## src/hw/rtl/rfs_pkg.sv

```systemverilog
package rfs_pkg;

  // split modes; any code above blank behaves as a literal separator
  localparam logic [1:0] MODE_NULL  = 2'd0;
  localparam logic [1:0] MODE_BLANK = 2'd1;

  // configuration register indexes
  localparam int unsigned CFG_IDX_W  = 1;
  localparam int unsigned CFG_DATA_W = 8;
  localparam logic [CFG_IDX_W-1:0] CFG_SPLIT_MODE = 1'd0;
  localparam logic [CFG_IDX_W-1:0] CFG_SEPARATOR  = 1'd1;

  localparam logic [1:0] SPLIT_MODE_RST = MODE_BLANK;
  localparam logic [7:0] SEPARATOR_RST  = 8'd44;

  localparam logic [7:0] CHAR_SPACE = 8'h20;
  localparam logic [7:0] CHAR_TAB   = 8'h09;
  localparam logic [7:0] CHAR_NL    = 8'h0A;

  localparam logic [15:0] COUNT_MAX = 16'hFFFF;

  typedef struct packed {
    logic [7:0] data_byte;
    logic       has_byte;
    logic       end_of_record;
  } in_item_t;

  typedef struct packed {
    logic        field_valid;
    logic [15:0] field_number;
    logic [15:0] field_start;
    logic [15:0] field_len;
    logic        record_end;
    logic        too_long;
    logic        last_of_item;
  } out_item_t;

  // results caused by one item, in order
  typedef struct packed {
    logic [1:0] count;
    out_item_t  first;
    out_item_t  second;
  } res_set_t;

endpackage

```

## src/hw/rtl/rfs_split.sv

```systemverilog
module rfs_split #(
  parameter int unsigned OFFSET_BITS = 16
) (
  input  logic              clk_i,
  input  logic              rst_ni,
  input  rfs_pkg::in_item_t item_i,
  input  logic              go_i,
  input  logic [1:0]        mode_i,
  input  logic [7:0]        sep_i,
  output rfs_pkg::res_set_t res_o
);

  localparam int unsigned PosW = (OFFSET_BITS >= 16) ? 16 : OFFSET_BITS;
  localparam logic [PosW-1:0] OffMax = '1;

  logic [PosW-1:0] pos_q, pos_d, pstart_q, pstart_d;
  logic            inside_q, inside_d;
  logic [15:0]     fe_q, fe_d;
  logic            ovf_q, ovf_d;

  logic [PosW-1:0] next_pos;
  logic [PosW-1:0] lit_start;
  logic            sat;
  logic            e_byte, e_close, close_fld, closed;
  logic [15:0]     b_start, b_len, c_start, c_len;
  logic [15:0]     fe_byte, fe_close;
  rfs_pkg::out_item_t r_byte, r_close;

  always_comb begin
    sat       = (pos_q == OffMax);
    next_pos  = sat ? pos_q : pos_q + PosW'(1);
    ovf_d     = ovf_q | (item_i.has_byte & sat);
    pos_d     = item_i.has_byte ? next_pos : pos_q;
    pstart_d  = pstart_q;
    inside_d  = inside_q;
    lit_start = inside_q ? pstart_q : '0;
    e_byte    = 1'b0;
    closed    = 1'b0;
    b_start   = '0;
    b_len     = '0;

    if (item_i.has_byte) begin
      case (mode_i)
        rfs_pkg::MODE_NULL: begin
          e_byte  = 1'b1;
          b_start = 16'(pos_q);
          b_len   = 16'(next_pos) - 16'(pos_q);
          closed  = item_i.end_of_record;
        end
        rfs_pkg::MODE_BLANK: begin
          if (item_i.data_byte inside {rfs_pkg::CHAR_SPACE, rfs_pkg::CHAR_TAB,
                                       rfs_pkg::CHAR_NL}) begin
            if (inside_q) begin
              e_byte   = 1'b1;
              b_start  = 16'(pstart_q);
              b_len    = 16'(pos_q) - 16'(pstart_q);
              inside_d = 1'b0;
            end
          end else if (!inside_q) begin
            pstart_d = pos_q;
            inside_d = 1'b1;
          end
        end
        default: begin
          // literal separator byte
          inside_d = 1'b1;
          pstart_d = lit_start;
          if (item_i.data_byte == sep_i) begin
            e_byte   = 1'b1;
            b_start  = 16'(lit_start);
            b_len    = 16'(pos_q) - 16'(lit_start);
            pstart_d = next_pos;
          end
        end
      endcase
    end

    e_close   = item_i.end_of_record & ~closed;
    close_fld = (mode_i != rfs_pkg::MODE_NULL) & inside_d;
    c_start   = close_fld ? 16'(pstart_d) : '0;
    c_len     = close_fld ? 16'(pos_d) - 16'(pstart_d) : '0;

    fe_byte  = (e_byte && fe_q != rfs_pkg::COUNT_MAX) ? fe_q + 16'd1 : fe_q;
    fe_close = (close_fld && fe_byte != rfs_pkg::COUNT_MAX) ? fe_byte + 16'd1 : fe_byte;
    fe_d     = fe_byte;

    r_byte.field_valid  = 1'b1;
    r_byte.field_number = fe_byte;
    r_byte.field_start  = b_start;
    r_byte.field_len    = b_len;
    r_byte.record_end   = closed;
    r_byte.too_long     = ovf_d;
    r_byte.last_of_item = ~e_close;

    r_close.field_valid  = close_fld;
    r_close.field_number = close_fld ? fe_close : '0;
    r_close.field_start  = c_start;
    r_close.field_len    = c_len;
    r_close.record_end   = 1'b1;
    r_close.too_long     = ovf_d;
    r_close.last_of_item = 1'b1;

    res_o.count  = {1'b0, e_byte} + {1'b0, e_close};
    res_o.first  = e_byte ? r_byte : r_close;
    res_o.second = r_close;
  end

  always_ff @(posedge clk_i or negedge rst_ni) begin
    if (!rst_ni) begin
      pos_q    <= '0;
      pstart_q <= '0;
      inside_q <= 1'b0;
      fe_q     <= '0;
      ovf_q    <= 1'b0;
    end else if (go_i) begin
      if (item_i.end_of_record) begin
        pos_q    <= '0;
        pstart_q <= '0;
        inside_q <= 1'b0;
        fe_q     <= '0;
        ovf_q    <= 1'b0;
      end else begin
        pos_q    <= pos_d;
        pstart_q <= pstart_d;
        inside_q <= inside_d;
        fe_q     <= fe_d;
        ovf_q    <= ovf_d;
      end
    end
  end

endmodule

```

## src/hw/rtl/rfs_res_buf.sv

```systemverilog
module rfs_res_buf (
  input  logic               clk_i,
  input  logic               rst_ni,
  input  rfs_pkg::res_set_t  res_i,
  input  logic               push_i,
  output logic               room_o,
  output logic               out_valid_o,
  input  logic               out_stall_i,
  output rfs_pkg::out_item_t out_item_o
);

  logic [1:0]         cnt_q, cnt_d, rem;
  logic               pop;
  rfs_pkg::out_item_t head_q, head_d, tail_q, tail_d;

  assign out_valid_o = (cnt_q != 2'd0);
  assign out_item_o  = head_q;
  assign pop         = out_valid_o & ~out_stall_i;
  assign rem         = cnt_q - {1'b0, pop};
  // two-entry queue, so a two-result item fits only when it drains empty
  assign room_o      = ({1'b0, rem} + {1'b0, res_i.count}) <= 3'd2;

  always_comb begin
    head_d = pop ? tail_q : head_q;
    tail_d = tail_q;
    cnt_d  = rem;
    if (push_i) begin
      cnt_d = rem + res_i.count;
      case (rem)
        2'd0: begin
          head_d = res_i.first;
          tail_d = res_i.second;
        end
        2'd1: begin
          tail_d = res_i.first;
        end
        default: begin
        end
      endcase
    end
  end

  always_ff @(posedge clk_i or negedge rst_ni) begin
    if (!rst_ni) begin
      cnt_q <= 2'd0;
    end else begin
      cnt_q <= cnt_d;
    end
  end

  always_ff @(posedge clk_i) begin
    head_q <= head_d;
    tail_q <= tail_d;
  end

endmodule

```

## src/hw/rtl/record_field_splitter_unit.sv

```systemverilog
// path: a result is offered by the two-entry result queue once its item has
// left the input stage register and been pushed; unstalled, it transfers at
// the following edge. throughput: one item per cycle while the queue has
// room; a two-result item needs it empty; it pops one per unstalled cycle
// reset: asynchronous, active low; clears record state, queue and input stage,
// and sets split mode to blank runs and the separator to comma
module record_field_splitter_unit #(
  parameter int unsigned OFFSET_BITS = 16
) (
  input  logic                              clk_i,
  input  logic                              rst_ni,
  input  logic                              cfg_we_i,
  input  logic [rfs_pkg::CFG_IDX_W-1:0]     cfg_idx_i,
  input  logic [rfs_pkg::CFG_DATA_W-1:0]    cfg_data_i,
  input  logic                              in_valid_i,
  output logic                              in_stall_o,
  input  rfs_pkg::in_item_t                 in_item_i,
  output logic                              out_valid_o,
  input  logic                              out_stall_i,
  output rfs_pkg::out_item_t                out_item_o
);

  logic [1:0]        mode_q;
  logic [7:0]        sep_q;
  logic              s1_valid_q;
  rfs_pkg::in_item_t s1_item_q;
  logic              room, s1_go;
  rfs_pkg::res_set_t res;

  always_ff @(posedge clk_i or negedge rst_ni) begin
    if (!rst_ni) begin
      mode_q <= rfs_pkg::SPLIT_MODE_RST;
      sep_q  <= rfs_pkg::SEPARATOR_RST;
    end else if (cfg_we_i) begin
      case (cfg_idx_i)
        rfs_pkg::CFG_SPLIT_MODE: mode_q <= cfg_data_i[1:0];
        rfs_pkg::CFG_SEPARATOR:  sep_q  <= cfg_data_i[7:0];
        default: begin
        end
      endcase
    end
  end

  assign s1_go      = s1_valid_q & room;
  assign in_stall_o = s1_valid_q & ~room;

  always_ff @(posedge clk_i or negedge rst_ni) begin
    if (!rst_ni) begin
      s1_valid_q <= 1'b0;
    end else if (in_valid_i && !in_stall_o) begin
      s1_valid_q <= 1'b1;
    end else if (s1_go) begin
      s1_valid_q <= 1'b0;
    end
  end

  always_ff @(posedge clk_i) begin
    if (in_valid_i && !in_stall_o) begin
      s1_item_q <= in_item_i;
    end
  end

  rfs_split #(
    .OFFSET_BITS(OFFSET_BITS)
  ) u_split (
    .clk_i (clk_i),
    .rst_ni(rst_ni),
    .item_i(s1_item_q),
    .go_i  (s1_go),
    .mode_i(mode_q),
    .sep_i (sep_q),
    .res_o (res)
  );

  rfs_res_buf u_res_buf (
    .clk_i      (clk_i),
    .rst_ni     (rst_ni),
    .res_i      (res),
    .push_i     (s1_go),
    .room_o     (room),
    .out_valid_o(out_valid_o),
    .out_stall_i(out_stall_i),
    .out_item_o (out_item_o)
  );

endmodule
```

## config.mk

```make
export PLATFORM = sky130hd
export DESIGN_NAME = record_field_splitter_unit
export DESIGN_NICKNAME = d
export VERILOG_FILES = /design/src/hw/rtl/rfs_pkg.sv /design/src/hw/rtl/rfs_split.sv /design/src/hw/rtl/rfs_res_buf.sv /design/src/hw/rtl/record_field_splitter_unit.sv
export SDC_FILE = /design/constraint.sdc
export NUM_CORES = 1
export LEC_CHECK = 0
export BUFFER_PORTS_ARGS = -buffer_cell sky130_fd_sc_hd__buf_2
export CORE_UTILIZATION = 33
export DETAILED_ROUTE_END_ITERATION = 16
export PLACE_DENSITY = 0.54
export SYNTH_ARGS = -nofsm -noshare
export SYNTH_HDL_FRONTEND = slang
export SYNTH_SLANG_ARGS = --single-unit
```

## constraint.sdc

```tcl
create_clock -name clk_i -period 14.31 [get_ports clk_i]
set_input_delay 1.431 -clock clk_i [delete_from_list [all_inputs] [get_ports clk_i]]
set_output_delay 1.431 -clock clk_i [all_outputs]
set_load 0.005 [all_outputs]
```

---- Word-level counts from Yosys, hierarchy flattened ----
Index checks and enable logic that the tools add are counted.
storage, ports and cells
  flip-flop bits (word level) ............. 177
  input bits .............................. 24
  output and inout port bits .............. 54
  logic and storage cells ................. 118
operators by class
  add/sub/neg operators ................... 11
  magnitude comparators ................... 1
  equality and inequality tests ........... 9
  mux-type cells .......................... 45
  bitwise logic cells ..................... 12
  reductions and logical operators ........ 14
operators by type and width
  kind                   number
  $mux 16                22
  $mux 52                4
  $pmux 52 s2            1
  $pmux 16 s2            3
  $sub 16x16->16         4
  $add 16x1->16 const B  3
  $ne 16x16->1 const B   2
  $eq 16x16->1 const B   1
  $eq 8x4->1 const B     2
  $mux 1                 12
  $eq 8x6->1 const B     1
  $eq 8x8->1             1
  $reduce_bool 2->1      4
  $and 1x1->1            6
  $reduce_and 2->1       3
  $not 1->1              5
  $eq 2x1->1 const B     2
  $logic_not 2->1        2
  $pmux 1 s2             2
  $add 2x2->3            1
  $le 3x2->1 const B     1
  $logic_and 1x1->1      3
  $reduce_bool 3->1      1
  $add 1x1->2            1
  other kinds (5)        5

---- Depth between registers and ports, before layout ----
  depth after elaboration ................. 14
  gate-level depth with buffers ........... 25
  mapped depth without buffers ............ 24

---- Cells and area by module ----
Synthesis repeated with hierarchy kept, for this count alone.
unflattened totals
  cell total of the unflattened synthesis .. 1518
  area total of the unflattened synthesis .. 13844.5 µm²
modules (own cells, without submodules)
  module                      times used  cells an instance  area each (µm²)  seq. area each (µm²)
  rfs_split                   1           1185               8235.4           1251.2
  rfs_res_buf                 1           295                4837.1           2652.5
  record_field_splitter_unit  1           38                 772.0            580.6

---- Worst setup path before layout ----
No wires, ideal clock.
  path kind ............................... reg-to-reg
  start ................................... register sep_q[5]
  end ..................................... register u_res_buf.head_q (netlist bit u_res_buf.out_item_o[42])
  library setup time ...................... 0.101 ns
  arrival time ............................ 6.790 ns
  required time ........................... 14.209 ns
  slack ................................... 7.419 ns
  stages on the path, launching flop included .. 18
  path buffers ............................ 4
  period minus slack after synthesis ...... 6.891 ns
  cells stage by stage .................... dfstp_2 xor2_1 nor4_2 a21o_1 buf_6 nand3_1 inv_2 clkbuf_1 clkbuf_1 ha_1 ha_1 fa_1 a21oi_1 nand2_1 nor2_1 nand2_1 clkbuf_1 o41ai_1
RTL lines
  what                    line                              text
  from (decl)             record_field_splitter_unit.sv:24  logic [7:0] sep_q;
  from (signal assigned)  record_field_splitter_unit.sv:33  sep_q <= rfs_pkg::SEPARATOR_RST;
  from (signal assigned)  record_field_splitter_unit.sv:37  rfs_pkg::CFG_SEPARATOR: sep_q <= cfg_data_i[7:0];
  to (signal assigned)    rfs_res_buf.sv:52                 head_q <= head_d;
  to (decl)               rfs_res_buf.sv:14                 rfs_pkg::out_item_t head_q, head_d, tail_q, tail_d;

---- Worst setup path after layout ----
  start ................................... register mode_q[0]
  end ..................................... output port in_stall_o
on the way
  word-level cells in the longest chain between the ends .. 10
  elaborated cells between the ends (all ways) .. 13
  classes of those cells .................. add/sub (2); order compare (1); eq/ne (1); mux (4); bitwise (4); reduce/logical (1)
ends and longest elaborated chain
  what                    line                              text
  from (decl)             record_field_splitter_unit.sv:23  logic [1:0] mode_q;
  from (signal assigned)  record_field_splitter_unit.sv:32  mode_q <= rfs_pkg::SPLIT_MODE_RST;
  from (signal assigned)  record_field_splitter_unit.sv:36  rfs_pkg::CFG_SPLIT_MODE: mode_q <= cfg_data_i[1:0];
  $logic_not 2->1         rfs_split.sv:43                   case (mode_i)
  $mux 1                  rfs_split.sv:43
  $mux 1                  rfs_split.sv:42                   if (item_i.has_byte) begin
  $not 1->1               rfs_split.sv:78                   e_close = item_i.end_of_record & ~closed;
  $and 1x1->1             rfs_split.sv:78
  $add 1x1->2 (*)         rfs_split.sv:103                  res_o.count = {1'b0, e_byte} + {1'b0, e_close};
  $add 2x2->3 (*)         rfs_res_buf.sv:21                 assign room_o = ({1'b0, rem} + {1'b0, res_i.count}) <= 3'd2;
  $le 3x2->1 (*)          rfs_res_buf.sv:21
  $not 1->1 (*)           record_field_splitter_unit.sv:45  assign in_stall_o = s1_valid_q & ~room;
  $and 1x1->1 (*)         record_field_splitter_unit.sv:45
  to (decl)               record_field_splitter_unit.sv:16  output logic in_stall_o,
Every way passes the cells marked *; elsewhere a longest branch is shown, timed or not.

==> results.txt <==
----------------------------------------------------
[Global routing]
  Via count of the first global-routing pass ... 12500
  Total congestion overflow ... 0
  Antenna violations before repair ... 0
  Largest net degree at the start of global routing ... 64
  Wire length of the first global-routing pass ... 74200 µm
  GR Util All Layers ... 23.2%

[Synthesis]
  Share of synthesized registers carrying an async set or reset ... 35.6%
  Area leader, netlist ... edfxtp_1
  Ranking of synthesized cells by instance count ... 262 x nand2_1, 132 x nor2_1, 112 x o21ai_0
  Number of flip-flops and latches in the synthesized netlist ... 177
  Post-synth EDFFs ... 62
  Number of distinct library cells after synthesis ... 100
  Count of synthesis-stage warnings from yosys ... 0
  Net count after synthesis ... 1783
  Leading post-synthesis cells by cell area ... edfxtp_1 14%, dfrtp_1 11%, dfxtp_1 7.6%, nand2_1 7.2%, ha_1 6.2%
  Post-Synthesis Mean Instance Area ... 8.09 µm²
  Main synth FF type ... edfxtp_1
  Post-synthesis cell count ... 1686
  Register area share after synthesis ... 32.9%
  Post-synth design cell area ... 13600 µm²
  Synth top area share ... 13.6%
  Library cell with the highest instance count after synthesis ... nand2_1

[STA]
  Slew at the pin closest to its max-slew limit ... 1100 ps
  Number of max-slew violations in the final report ... 0
  Unrepaired setup endpoints after global routing ... false
  Number of setup violations in the final report ... 0
  Shortest clock period the worst path allows after layout ... 6290 ps
  Fmax ... 159 MHz
  Worst-case setup margin in the final layout ... 8020 ps
  Endpoints failing hold ... 0
  Clock Skews ... 13.2 ps
  Post-Route Setup TNS ... 0 ps
  Worst relative slew slack ... 26.1%
  Period utilisation layout ... 44.0%

[Layout]
  Final standard cell area without fillers ... 15000 µm²
  Final core utilization ... 36.8%
  Final-stage net count ... 1801
  Post-route non-filler standard cell count ... 2249
  Layout cell share with drive strength beyond 1 ... 10.9%
  Synthesis-to-finish area growth ... 10.3%
  Total inserted antenna cells ... 0

[Routing]
  Average via count per standard cell ... 5.82
  Detailed router's first-iteration violation count ... 1143
  Detailed-route wire length per cell ... 21.7 µm
  Residual antenna-violating net count after detailed routing ... 0
  Total wire length after detailed routing ... 48700 µm
  Number of remaining DRC errors ... 0
  Via count ... 13100
  First-pass iteration count of the detailed router ... 5

[Power and ir drop]
  Worst supply voltage drop on vdd ... 0.152 mV
  Sw frac ... 49.7%
  Relative contribution of combinational cells to total power ... 62.7%
  Internal ... 1910 µW
  Static Leak ... 0.00603 µW
  Ratio of total power to cell area ... 253 nW/µm²
  Clock share of power ... 12.3%
  Total net switching power ... 1890 µW
  Part of the total power dissipated in sequential elements ... 25.0%

[Clocking]
  Total setup buffers inserted after CTS ... 0
  Clk buf depth ... 2
  TritonCTS clock tree ... done
  Clock buffer count from CTS ... 17
  Cts hold-fix bufs ... 0
  Clock transition at the register clock pins on the worst setup and hold paths after CTS ... 70 ps
  Clk root buf ... clkbuf_16
  Number of sinks driven by the clock tree ... 177
  Count of instances resized after the clock tree is built ... 0
  Number of levels the H-tree was split into ... 4
  Insertion delay of the later-clocked pin in the worst-skew pair ... 450 ps

[Place]
  Cell Area, Placed ... 14500 µm²
  Placer congestion estimate ... 0.914
  Number of I/O port buffers ... 77
  Placed Cells ... 2217
  Setup slack after placement ... 8150 ps
  Half-perimeter wire length after detailed placement ... 35600 µm

[Critical path]
  Crit Path Max Fanout ... 36
  Critical path data arrival time ... 4860 ps
  End of the worst register-to-register path ... u_res_buf.out_item_o[49]
  Critical Path Sink ... in_stall_o
  Worst setup EP type ... output pin
  Depth of the most critical reg-to-reg path ... 16
  Timing startpoint of the critical path ... mode_q[0]
  WS Path Type ... reg -> out
  RR Startpoint ... mode_q[0]
  Critical path data required time ... 12880 ps
  Sort of element at the start of the critical path ... flop
  Worst-case register-to-register setup slack ... 8330 ps

[Floorplan]
  DIE HEIGHT ... 205 µm
  Total I/O pin count ... 78
  Standard-cell row count ... 74
  Core ar. ... 40800 µm²
  Die boundary width ... 205 µm
  Effective utilization at floorplan ... 33.4%
  Area of the die ... 42200 µm²

[Hold path]
  Worst min-delay path class ... reg -> reg
  Cell depth of the worst min-delay path ... 2

[Flow run]
  Max Cap Violations ... 0

[Run status]
  Status ... complete, no violations

----------------------------------------------------
power by group through the flow:
stage               logic (µW)  clock network [µW]  registers (µW)
finish                    2390                 469             951
global route              2610                 494             974
CTS                       2370                 473             952
detailed placement        2360                   0             960
global placement          2340                   0             957
floorplan                 1670                   0             901
cells in the final DEF, fill, tap and decap left out, types with 8 or more instances in the layout:
cell       netlist  layout
a211oi_1        22      22
a21o_1          20      20
a21oi_1         99      99
a22o_1           8       8
a22oi_1         12      12
a31oi_1         57      57
and2_1          12      12
and3_1          22      22
buf_2           16      77
buf_4            1      23
clkbuf_16        0      19
dfrtp_1         59      59
dfxtp_1         52      52
edfxtp_1        62      62
ha_1            68      68
inv_1           68      68
mux2_2          13      13
mux2i_1         34      34
nand2_1        262     261
nand2b_1        13      12
nand3_1         53      53
nand4_1         11      11
nor2_1         132     129
nor2b_1         11      11
nor3_1          35      34
o211ai_1        13      13
o21a_1          13      13
o21ai_0        112     112
o21ai_1         11      11
o22ai_1         52      52
or3_1           15      15
xnor2_1         55      55
xor2_1          40      40
through the flow:
stage	power, µW	hold slack [ps]
final	3810	475
after global routing	4080	500
after CTS	3800	483
after detailed placement	3320	473
after global placement	3290	464
after floorplan	2570	465
state kept, by name (all words and copies together) (netlist names):
signal and flops:
mode_q 2, s1_item_q 10, u_split.inside_q 1, u_res_buf.cnt_q 2, s1_valid_q 1, u_res_buf.tail_q 52, u_split.pstart_q 16, sep_q 8
u_res_buf.out_item_o 52, u_split.ovf_q 1, u_split.pos_q 16, u_split.fe_q 16
cells by family (layout without fill, tap and decap cells):
family / after synthesis / after routing / synth area share [%]
and+or+nand+nor: 609 / 609 / 21.0
DFF: 177 / 177 / 32.9
adders and majority gates: 73 / 73 / 6.97
muxes: 49 / 49 / 3.73
AOI/OAI and AO/OA: 510 / 510 / 24.3
buffers and inverters: 173 / 204 / 5.04
xor gates and xnor gates: 95 / 95 / 6.10
per-layer routing:
metal	track usage, %	part of all wire, %	routed length (µm)
met5	0	0	0
met4	7.99	2.6	1250
met3	3.42	6.6	3190
met2	38.2	47	22800
met1	30.9	44	21500
layout make-up:
class	instances	area, µm²
inverter	72	270
timing repair buffer	100	558
clock buffer	25	518
multi-input combinational	1336	8500
fill	4221	25800
clock inverter	7	48.8
tap	532	666
sequential	177	4480
critical path: stages (launching register included):
cell      delay (ps)
dfstp_2          860
inv_1            270
nor2_1           900
o31ai_4          260
nand3_1          200
inv_2             50
buf_4            300
ha_1             300
fa_1             480
a21oi_1          380
nand2b_1         220
inv_1             50
buf_2            120
worst min path at each step:
stage	to	from
2_1_floorplan	u_res_buf.out_item_o[36]	u_res_buf.out_item_o[36]
3_3_place_gp	u_res_buf.out_item_o[32]	u_res_buf.out_item_o[32]
3_5_place_dp	u_res_buf.out_item_o[32]	u_res_buf.out_item_o[32]
4_1_cts	u_res_buf.out_item_o[32]	u_res_buf.out_item_o[32]
5_1_grt	u_res_buf.out_item_o[48]	u_res_buf.out_item_o[48]
6_report	u_res_buf.out_item_o[32]	u_res_buf.out_item_o[32]
Power figures use the tool's default switching activity.
